[src/design/hsv_to_rgb_converter_unit_macros.svh]
// assertion macros shared by the hsv to rgb converter rtl
`ifndef HSV_TO_RGB_CONVERTER_UNIT_MACROS_SVH
`define HSV_TO_RGB_CONVERTER_UNIT_MACROS_SVH

// same-cycle implication, checked on clk with reset as disable
`define HSVRGB_ASSERT_IMP(lbl, ante, cons, msg) \
  lbl: assert property (@(posedge clk) disable iff (!rst_n) (ante) |-> (cons)) \
    else $error(msg);

// next-cycle implication, checked on clk with reset as disable
`define HSVRGB_ASSERT_NXT(lbl, ante, cons, msg) \
  lbl: assert property (@(posedge clk) disable iff (!rst_n) (ante) |=> (cons)) \
    else $error(msg);

`endif

[src/design/hsvrgb_pkg.sv]
// types and constants of the hsv to rgb converter
`default_nettype none

package hsvrgb_pkg;

  localparam int unsigned HUE_W       = 17;
  localparam int unsigned LVL_W       = 16;
  localparam int unsigned REM_W       = 14;
  localparam int unsigned FRAC_W      = 16;
  localparam int unsigned RECIP_W     = 21;
  localparam int unsigned RECIP_SHIFT = 18;
  localparam int unsigned MAX_WHOLE   = 8;

  // sixty degrees in hue units
  localparam logic [HUE_W-1:0]   SECTOR_SPAN = 17'd15360;
  localparam logic [LVL_W-1:0]   ONE_Q15     = 16'd32768;
  localparam logic [FRAC_W:0]    ONE_Q16     = 17'd65536;
  // ceil(2^24 / 15), exact for rem * 64 / 15 over the whole remainder range
  localparam logic [RECIP_W-1:0] RECIP_15    = 21'd1118482;
  localparam logic [3:0]         SECTORS     = 4'd6;

  typedef enum logic [2:0] {
    SEC_RED_YELLOW   = 3'd0,
    SEC_YELLOW_GREEN = 3'd1,
    SEC_GREEN_CYAN   = 3'd2,
    SEC_CYAN_BLUE    = 3'd3,
    SEC_BLUE_MAGENTA = 3'd4,
    SEC_MAGENTA_RED  = 3'd5
  } sector_t;

endpackage

`default_nettype wire

[src/design/hsvrgb_hue_split.sv]
// splits a hue angle into its colour sector and the remainder within it
`default_nettype none

module hsvrgb_hue_split
  import hsvrgb_pkg::*;
(
  input  logic [HUE_W-1:0] hue,
  output sector_t          sector,
  output logic [REM_W-1:0] rem
);

  logic [3:0]       whole;
  logic [HUE_W-1:0] base;
  logic [3:0]       wrapped;

  // quotient by sixty degrees from a row of constant compares
  always_comb begin
    whole = '0;
    for (int k = 1; k <= MAX_WHOLE; k++) begin
      if (hue >= HUE_W'(k) * SECTOR_SPAN) whole = 4'(k);
    end
  end

  assign base    = HUE_W'(whole) * SECTOR_SPAN;
  assign rem     = REM_W'(hue - base);
  // hues past a full turn wrap round
  assign wrapped = (whole >= SECTORS) ? (whole - SECTORS) : whole;
  assign sector  = sector_t'(wrapped[2:0]);

endmodule

`default_nettype wire

[src/design/hsv_to_rgb_converter_unit.sv]
// hsv to rgb converter: one pixel per clock, six-sector rule in fixed point
// an accepted beat passes stages s1, s2, s3, s4 and the output register before it is strobed on the out_ ports
// throughput: one beat every clock; busy stays low once out of reset
// nothing loops back, so each of the five register stages takes a new beat every clock
// reset (synchronous, active low) clears all stage valid bits and holds busy high
// results are strobed for one cycle; the receiver cannot stall
`default_nettype none
`include "hsv_to_rgb_converter_unit_macros.svh"

module hsv_to_rgb_converter_unit
  import hsvrgb_pkg::*;
(
  input  logic             clk,
  input  logic             rst_n,
  input  logic             start,
  output logic             busy,
  input  logic [HUE_W-1:0] in_hue_angle,
  input  logic [LVL_W-1:0] in_sat_level,
  input  logic [LVL_W-1:0] in_val_level,
  output logic             out_strobe,
  output logic [LVL_W-1:0] out_red_level,
  output logic [LVL_W-1:0] out_green_level,
  output logic [LVL_W-1:0] out_blue_level
);

  function automatic logic [LVL_W-1:0] clamp_unit(input logic [LVL_W-1:0] x);
    return (x > ONE_Q15) ? ONE_Q15 : x;
  endfunction

  logic accept;
  logic busy_r;

  sector_t          split_sector;
  logic [REM_W-1:0] split_rem;

  // stage 1: sector, remainder, clamped levels
  logic             s1_valid_r;
  sector_t          s1_sector_r;
  logic [REM_W-1:0] s1_rem_r;
  logic [LVL_W-1:0] s1_sat_r, s1_val_r;

  // stage 2: fraction and p
  logic                     s2_valid_r;
  sector_t                  s2_sector_r;
  logic [FRAC_W-1:0]        s2_frac_r, s2_frac_nxt;
  logic [LVL_W-1:0]         s2_sat_r, s2_val_r, s2_p_r, s2_p_nxt;
  logic [REM_W+RECIP_W-1:0] frac_prod;
  logic [2*LVL_W-1:0]       p_prod;

  // stage 3: f*s and (1-f)*s
  logic                  s3_valid_r;
  sector_t               s3_sector_r;
  logic [LVL_W-1:0]      s3_sat_r, s3_val_r, s3_p_r;
  logic [LVL_W-1:0]      s3_fs_r, s3_fs_nxt, s3_gs_r, s3_gs_nxt;
  logic [FRAC_W:0]       frac_compl;
  logic [FRAC_W+LVL_W-1:0] fs_prod;
  logic [FRAC_W+LVL_W:0]   gs_prod;

  // stage 4: q and t
  logic               s4_valid_r;
  sector_t            s4_sector_r;
  logic [LVL_W-1:0]   s4_val_r, s4_p_r;
  logic [LVL_W-1:0]   s4_q_r, s4_q_nxt, s4_t_r, s4_t_nxt;
  logic [2*LVL_W-1:0] q_prod, t_prod;

  // stage 5: output register
  logic             out_valid_r;
  logic [LVL_W-1:0] out_red_r, out_green_r, out_blue_r;
  logic [LVL_W-1:0] out_red_nxt, out_green_nxt, out_blue_nxt;

  assign accept = start && !busy_r;

  hsvrgb_hue_split u_hue_split (
    .hue    (in_hue_angle),
    .sector (split_sector),
    .rem    (split_rem)
  );

  always_comb begin
    // f = rem * 65536 / 15360 = rem * 64 / 15
    frac_prod   = (REM_W+RECIP_W)'(s1_rem_r) * (REM_W+RECIP_W)'(RECIP_15);
    s2_frac_nxt = frac_prod[FRAC_W+RECIP_SHIFT-1:RECIP_SHIFT];
    p_prod      = (2*LVL_W)'(s1_val_r) * (2*LVL_W)'(ONE_Q15 - s1_sat_r);
    s2_p_nxt    = p_prod[2*LVL_W-2:LVL_W-1];

    fs_prod    = (FRAC_W+LVL_W)'(s2_frac_r) * (FRAC_W+LVL_W)'(s2_sat_r);
    s3_fs_nxt  = fs_prod[FRAC_W+LVL_W-1:FRAC_W];
    frac_compl = ONE_Q16 - (FRAC_W+1)'(s2_frac_r);
    gs_prod    = (FRAC_W+LVL_W+1)'(frac_compl) * (FRAC_W+LVL_W+1)'(s2_sat_r);
    // (1-f)*s never exceeds one, so the top bit is clear
    s3_gs_nxt  = gs_prod[FRAC_W+LVL_W-1:FRAC_W];

    q_prod   = (2*LVL_W)'(s3_val_r) * (2*LVL_W)'(ONE_Q15 - s3_fs_r);
    s4_q_nxt = q_prod[2*LVL_W-2:LVL_W-1];
    t_prod   = (2*LVL_W)'(s3_val_r) * (2*LVL_W)'(ONE_Q15 - s3_gs_r);
    s4_t_nxt = t_prod[2*LVL_W-2:LVL_W-1];
  end

  always_comb begin
    case (s4_sector_r)
      SEC_RED_YELLOW: begin
        out_red_nxt = s4_val_r; out_green_nxt = s4_t_r;   out_blue_nxt = s4_p_r;
      end
      SEC_YELLOW_GREEN: begin
        out_red_nxt = s4_q_r;   out_green_nxt = s4_val_r; out_blue_nxt = s4_p_r;
      end
      SEC_GREEN_CYAN: begin
        out_red_nxt = s4_p_r;   out_green_nxt = s4_val_r; out_blue_nxt = s4_t_r;
      end
      SEC_CYAN_BLUE: begin
        out_red_nxt = s4_p_r;   out_green_nxt = s4_q_r;   out_blue_nxt = s4_val_r;
      end
      SEC_BLUE_MAGENTA: begin
        out_red_nxt = s4_t_r;   out_green_nxt = s4_p_r;   out_blue_nxt = s4_val_r;
      end
      default: begin
        out_red_nxt = s4_val_r; out_green_nxt = s4_p_r;   out_blue_nxt = s4_q_r;
      end
    endcase
  end

  // control state
  always_ff @(posedge clk) begin
    if (!rst_n) begin
      busy_r      <= 1'b1;
      s1_valid_r  <= 1'b0;
      s2_valid_r  <= 1'b0;
      s3_valid_r  <= 1'b0;
      s4_valid_r  <= 1'b0;
      out_valid_r <= 1'b0;
    end else begin
      busy_r      <= 1'b0;
      s1_valid_r  <= accept;
      s2_valid_r  <= s1_valid_r;
      s3_valid_r  <= s2_valid_r;
      s4_valid_r  <= s3_valid_r;
      out_valid_r <= s4_valid_r;
    end
  end

  // payload
  always_ff @(posedge clk) begin
    s1_sector_r <= split_sector;
    s1_rem_r    <= split_rem;
    s1_sat_r    <= clamp_unit(in_sat_level);
    s1_val_r    <= clamp_unit(in_val_level);

    s2_sector_r <= s1_sector_r;
    s2_frac_r   <= s2_frac_nxt;
    s2_sat_r    <= s1_sat_r;
    s2_val_r    <= s1_val_r;
    s2_p_r      <= s2_p_nxt;

    s3_sector_r <= s2_sector_r;
    s3_sat_r    <= s2_sat_r;
    s3_val_r    <= s2_val_r;
    s3_p_r      <= s2_p_r;
    s3_fs_r     <= s3_fs_nxt;
    s3_gs_r     <= s3_gs_nxt;

    s4_sector_r <= s3_sector_r;
    s4_val_r    <= s3_val_r;
    s4_p_r      <= s3_p_r;
    s4_q_r      <= s4_q_nxt;
    s4_t_r      <= s4_t_nxt;

    out_red_r   <= out_red_nxt;
    out_green_r <= out_green_nxt;
    out_blue_r  <= out_blue_nxt;
  end

  assign busy            = busy_r;
  assign out_strobe      = out_valid_r;
  assign out_red_level   = out_red_r;
  assign out_green_level = out_green_r;
  assign out_blue_level  = out_blue_r;

  `HSVRGB_ASSERT_IMP(a_latency, accept, ##5 out_strobe, "accepted beat not strobed out after five cycles")
  `HSVRGB_ASSERT_NXT(a_fs_gs_sum, s2_valid_r, (17'(s3_fs_r) + 17'(s3_gs_r) == 17'(s3_sat_r)) || (17'(s3_fs_r) + 17'(s3_gs_r) + 17'd1 == 17'(s3_sat_r)), "f*s and (1-f)*s do not add up to saturation")
  `HSVRGB_ASSERT_NXT(a_value_routed, s4_valid_r, (out_red_r == $past(s4_val_r)) || (out_green_r == $past(s4_val_r)) || (out_blue_r == $past(s4_val_r)), "value not routed to any output")
  `HSVRGB_ASSERT_IMP(a_out_range, out_strobe, (out_red_r <= ONE_Q15) && (out_green_r <= ONE_Q15) && (out_blue_r <= ONE_Q15), "output level above one")

endmodule

`default_nettype wire
[config.mk]
export PLATFORM = sky130hd
export DESIGN_NAME = hsv_to_rgb_converter_unit
export DESIGN_NICKNAME = d
export VERILOG_FILES = /design/src/design/hsvrgb_pkg.sv /design/src/design/hsvrgb_hue_split.sv /design/src/design/hsv_to_rgb_converter_unit.sv
export VERILOG_INCLUDE_DIRS = /design/src /design/src/design
export SDC_FILE = /design/constraint.sdc
export NUM_CORES = 2
export LEC_CHECK = 0
export BUFFER_PORTS_ARGS = -buffer_cell sky130_fd_sc_hd__buf_2
export CORE_ASPECT_RATIO = 2
export CORE_UTILIZATION = 67
export CTS_CLUSTER_SIZE = 40
export DETAILED_ROUTE_END_ITERATION = 8
export GPL_ROUTABILITY_DRIVEN = 0
export PLACE_DENSITY = 0.85
export REMOVE_ABC_BUFFERS = 1
export SETUP_SLACK_MARGIN = 0.4
export SLEW_MARGIN = 5
export SYNTH_ARGS = -nofsm -noshare
export SYNTH_HDL_FRONTEND = slang
export SYNTH_SLANG_ARGS = --single-unit
export TNS_END_PERCENT = 30
[constraint.sdc]
create_clock -name clk -period 9.1 [get_ports clk]
set_input_delay 0.455 -clock clk [delete_from_list [all_inputs] [get_ports clk]]
set_output_delay 0.455 -clock clk [all_outputs]
set_load 0.01 [all_outputs]
==> results.tsv <==
stage	metric	value	unit
outcome	status	finished, final reports clean	
logic_synthesis	synth-xor-area-share	2.81	%
setup_path	crit_top_cell	fa_1	
timing	relSlewSlack	18.2	%
logic_synthesis	synth_ff_type	dfxtp_1	
logic_synthesis	ys_warn_count	0	
drt	wl_per_cell	20.0	microns
place	port_buffers	101	
logic_synthesis	yosysTopAreaCell	fa_1	
timing	drv_slew	0	
layout	drive_gt1_share	6.13	%
global_routing	grt_start_max_net_pins	100	
global_routing	grt_pass1_wl	221000	microns
logic_synthesis	ys_seq_elements	304	
timing	rsz0062_at_grt	true	
logic_synthesis	ys_seq_area_share	11.4	%
setup_path	r2r_slack	0.65	ns
setup_path	crit_path_start	s3_gs_r[4]	
timing	worstMarginPinSlew	1.22	ns
layout	layout_commonest_cell	inv_1	
logic_synthesis	netlist.area_leader.share	39.1	%
floorplan	dieArea	81000	sq um
setup_path	worst-path-buf-inv	3	
drt	vias	39900	
logic_synthesis	synth_top_family_by_area	adder cells	
global_routing	antenna_found_initial	4	
floorplan	ioPinCount	102	
layout	final_cell_mix	inv_1, fa_1, nand2_1	
job	max_cap_viol_count	0	
drt	routed_wl	137000	microns
timing	clock_skew	0.0373	ns
timing	finalSetupTns	0	ns
setup_path	r2r-end	s4_t_r[15]	
setup_path	r2r_start	s3_gs_r[4]	
logic_synthesis	synth-simple-area-share	16.0	%
logic_synthesis	avgSynthCellArea	9.26	sq um
setup_path	crit_slowest_cell	nor3b_1	
setup_path	start_kind	flip-flop	
layout	nets	7478	
global_routing	grt_pass1_vias	45600	
floorplan	die_w	202	microns
timing	period_needed	8.45	ns
logic_synthesis	netlist_area	53500	sq um
clock_tree	htree_levels	1	
layout	synthToLayoutAreaGrowth	5.40	%
logic_synthesis	synth_compound_area_share	4.30	%
timing	hold_viol	0	
place	dp_hpwl	108000	microns
clock_tree	clock_path_buffers	3	
drt	dr.pass1.iters	6	
setup_path	cp_top_family	adder cells	
global_routing	overflow	0	
setup_path	worstSetupEndpointType	flip-flop	
floorplan	core_area	79100	sq um
logic_synthesis	synth_cell_types	74	
drt	ant_nets	0	
clock_tree	cts_root_buf	clkbuf_16	
clock_tree	worstSkewPairLatency	0.65	ns
logic_synthesis	synthAdderAreaFrac	53.4	%
setup_path	worstPathRequired	9.62	ns
drt	drcViolationCount	0	
min_path	hold_end	busy	
timing	min_period_over_period	92.8	%
setup_path	worst-r2r-cell-count	26	
floorplan	die_h	401	microns
global_routing	groute.usage.overall	35.1	%
min_path	whs_path_depth	2	
setup_path	worstSetupPathType	reg2reg	
setup_path	crit_path_max_incr_delay	0.75	ns
clock_tree	cts.sinks	304	
drt	first_iter_violations	2347	
clock_tree	numCtsBuffers	30	
logic_synthesis	synth-async-reset-ratio	0	%
layout	fill_cells	5483	
logic_synthesis	synth_edf_count	0	
logic_synthesis	synthMuxAreaShare	1.55	%
clock_tree	clkTransAtPathRegs	0.07	ns
min_path	hp-start	rst_n	
floorplan	num_rows	146	
clock_tree	cts_tree	done	
min_path	worstHoldPathType	in2reg	
clock_tree	postCtsSetupBuffers	0	
setup_path	crit_fanout	5	
timing	setup_viol	0	
logic_synthesis	ys_top_cells_by_area	fa_1, ha_1, dfxtp_1, inv_1, and2_1	
timing	max_freq	118	MHz
setup_path	cp_data_arrival_time	8.97	ns
floorplan	start_util	67.6	%
logic_synthesis	synth_cells	5776	
drt	routed_via_density	5.84	
==> area by class of cell <==
class	instances	area, sq um	share of cell area (%)
Antenna cell	2	5.00	0.00888
Clock buffer	34	786	1.39
Timing Repair Buffer	215	1390	2.46
Inverter	1251	4700	8.33
Clock inverter	21	234	0.415
Sequential cell	304	6100	10.8
Tap cell	1036	1300	2.30
Multi-Input combinational cell	3970	41800	74.3
==> Yosys cell counts (5+ instances only) <==
| cell | instances |
|---|---|
| a211o_1 | 7 |
| a211oi_1 | 27 |
| a21o_1 | 31 |
| a21oi_1 | 112 |
| a22oi_1 | 15 |
| a31oi_1 | 8 |
| and2_1 | 630 |
| and3_1 | 10 |
| and4_1 | 7 |
| buf_1 | 12 |
| clkbuf_1 | 238 |
| dfxtp_1 | 304 |
| fa_1 | 1043 |
| ha_1 | 611 |
| inv_1 | 1251 |
| mux2_2 | 32 |
| mux2i_1 | 47 |
| nand2_1 | 726 |
| nand2b_1 | 17 |
| nand3_1 | 17 |
| nand4_1 | 13 |
| nor2_1 | 125 |
| nor2b_1 | 58 |
| nor3_1 | 39 |
| nor3b_1 | 5 |
| nor4_1 | 13 |
| o211ai_1 | 9 |
| o21a_1 | 18 |
| o21ai_0 | 86 |
| or2_2 | 20 |
| or3_1 | 6 |
| xnor2_1 | 114 |
| xor2_1 | 52 |
==> repair_timing <==
item	4_1_cts	5_1_grt
hold endpoints to repair	10	0
setup endpoints to repair	0	11
resized for setup	0	2
hold buffers	10	0
==> metrics by stage <==
stage	worst slack (ns)	instance area [sq um]	std cells	hold slack, ns	utilization, %
3_5_place_dp	0.627	55200	6766	0.312	69.8
3_3_place_gp	0.872	55200	6766	0.310	69.8
2_1_floorplan	1.48	52500	5525	0.310	-
5_1_grt	0.283	56300	6831	0.0351	71.2
4_1_cts	0.580	56300	6831	0.00341	71.2
6_report	0.651	56300	6833	0.0211	71.2
==> worst max-delay path by stage <==
stage,endpoint,slack (ns),depth (start not counted)
floorplan,s3_gs_r[12],1.48,26
global placement,s3_gs_r[12],0.87,27
detailed placement,s3_gs_r[12],0.63,26
CTS,s3_gs_r[12],0.58,26
global route,s4_t_r[15],0.28,26
finish,s4_t_r[15],0.65,26
==> metal layers <==
metal | vias up | GRT usage, % | routed length, microns
li1 | 17300 | - | -
met5 | - | 0 | 44
met4 | 6 | 27.8 | 12600
met3 | 907 | 5.67 | 9980
met1 | 19800 | 34.9 | 42500
met2 | 1919 | 64.0 | 71700
==> cells by family (layout without fill, tap and decap cells) <==
logic type	count (synthesis)	count (layout)
xor gates and xnor gates	169	169
muxes	79	79
buffers and inverters	1502	1521
and+or+nand+nor	1705	1705
DFF	304	304
other	0	2
AOI/OAI and AO/OA	361	361
adders and majority gates	1656	1656
==> worst register-to-register path, delay by kind of cell, from the launching register on <==
kind                       cells  cell delay, ns
and+or+nand+nor                9            2.64
DFF                            1            0.33
AOI/OAI and AO/OA              5            1.54
xor gates and xnor gates       2            0.54
buffers and inverters          3            0.14
adders and majority gates      7            3.17
Power is left out: the tool's default activity adds up to more than one toggle a clock period on the data nets, which glitch-free logic cannot reach.
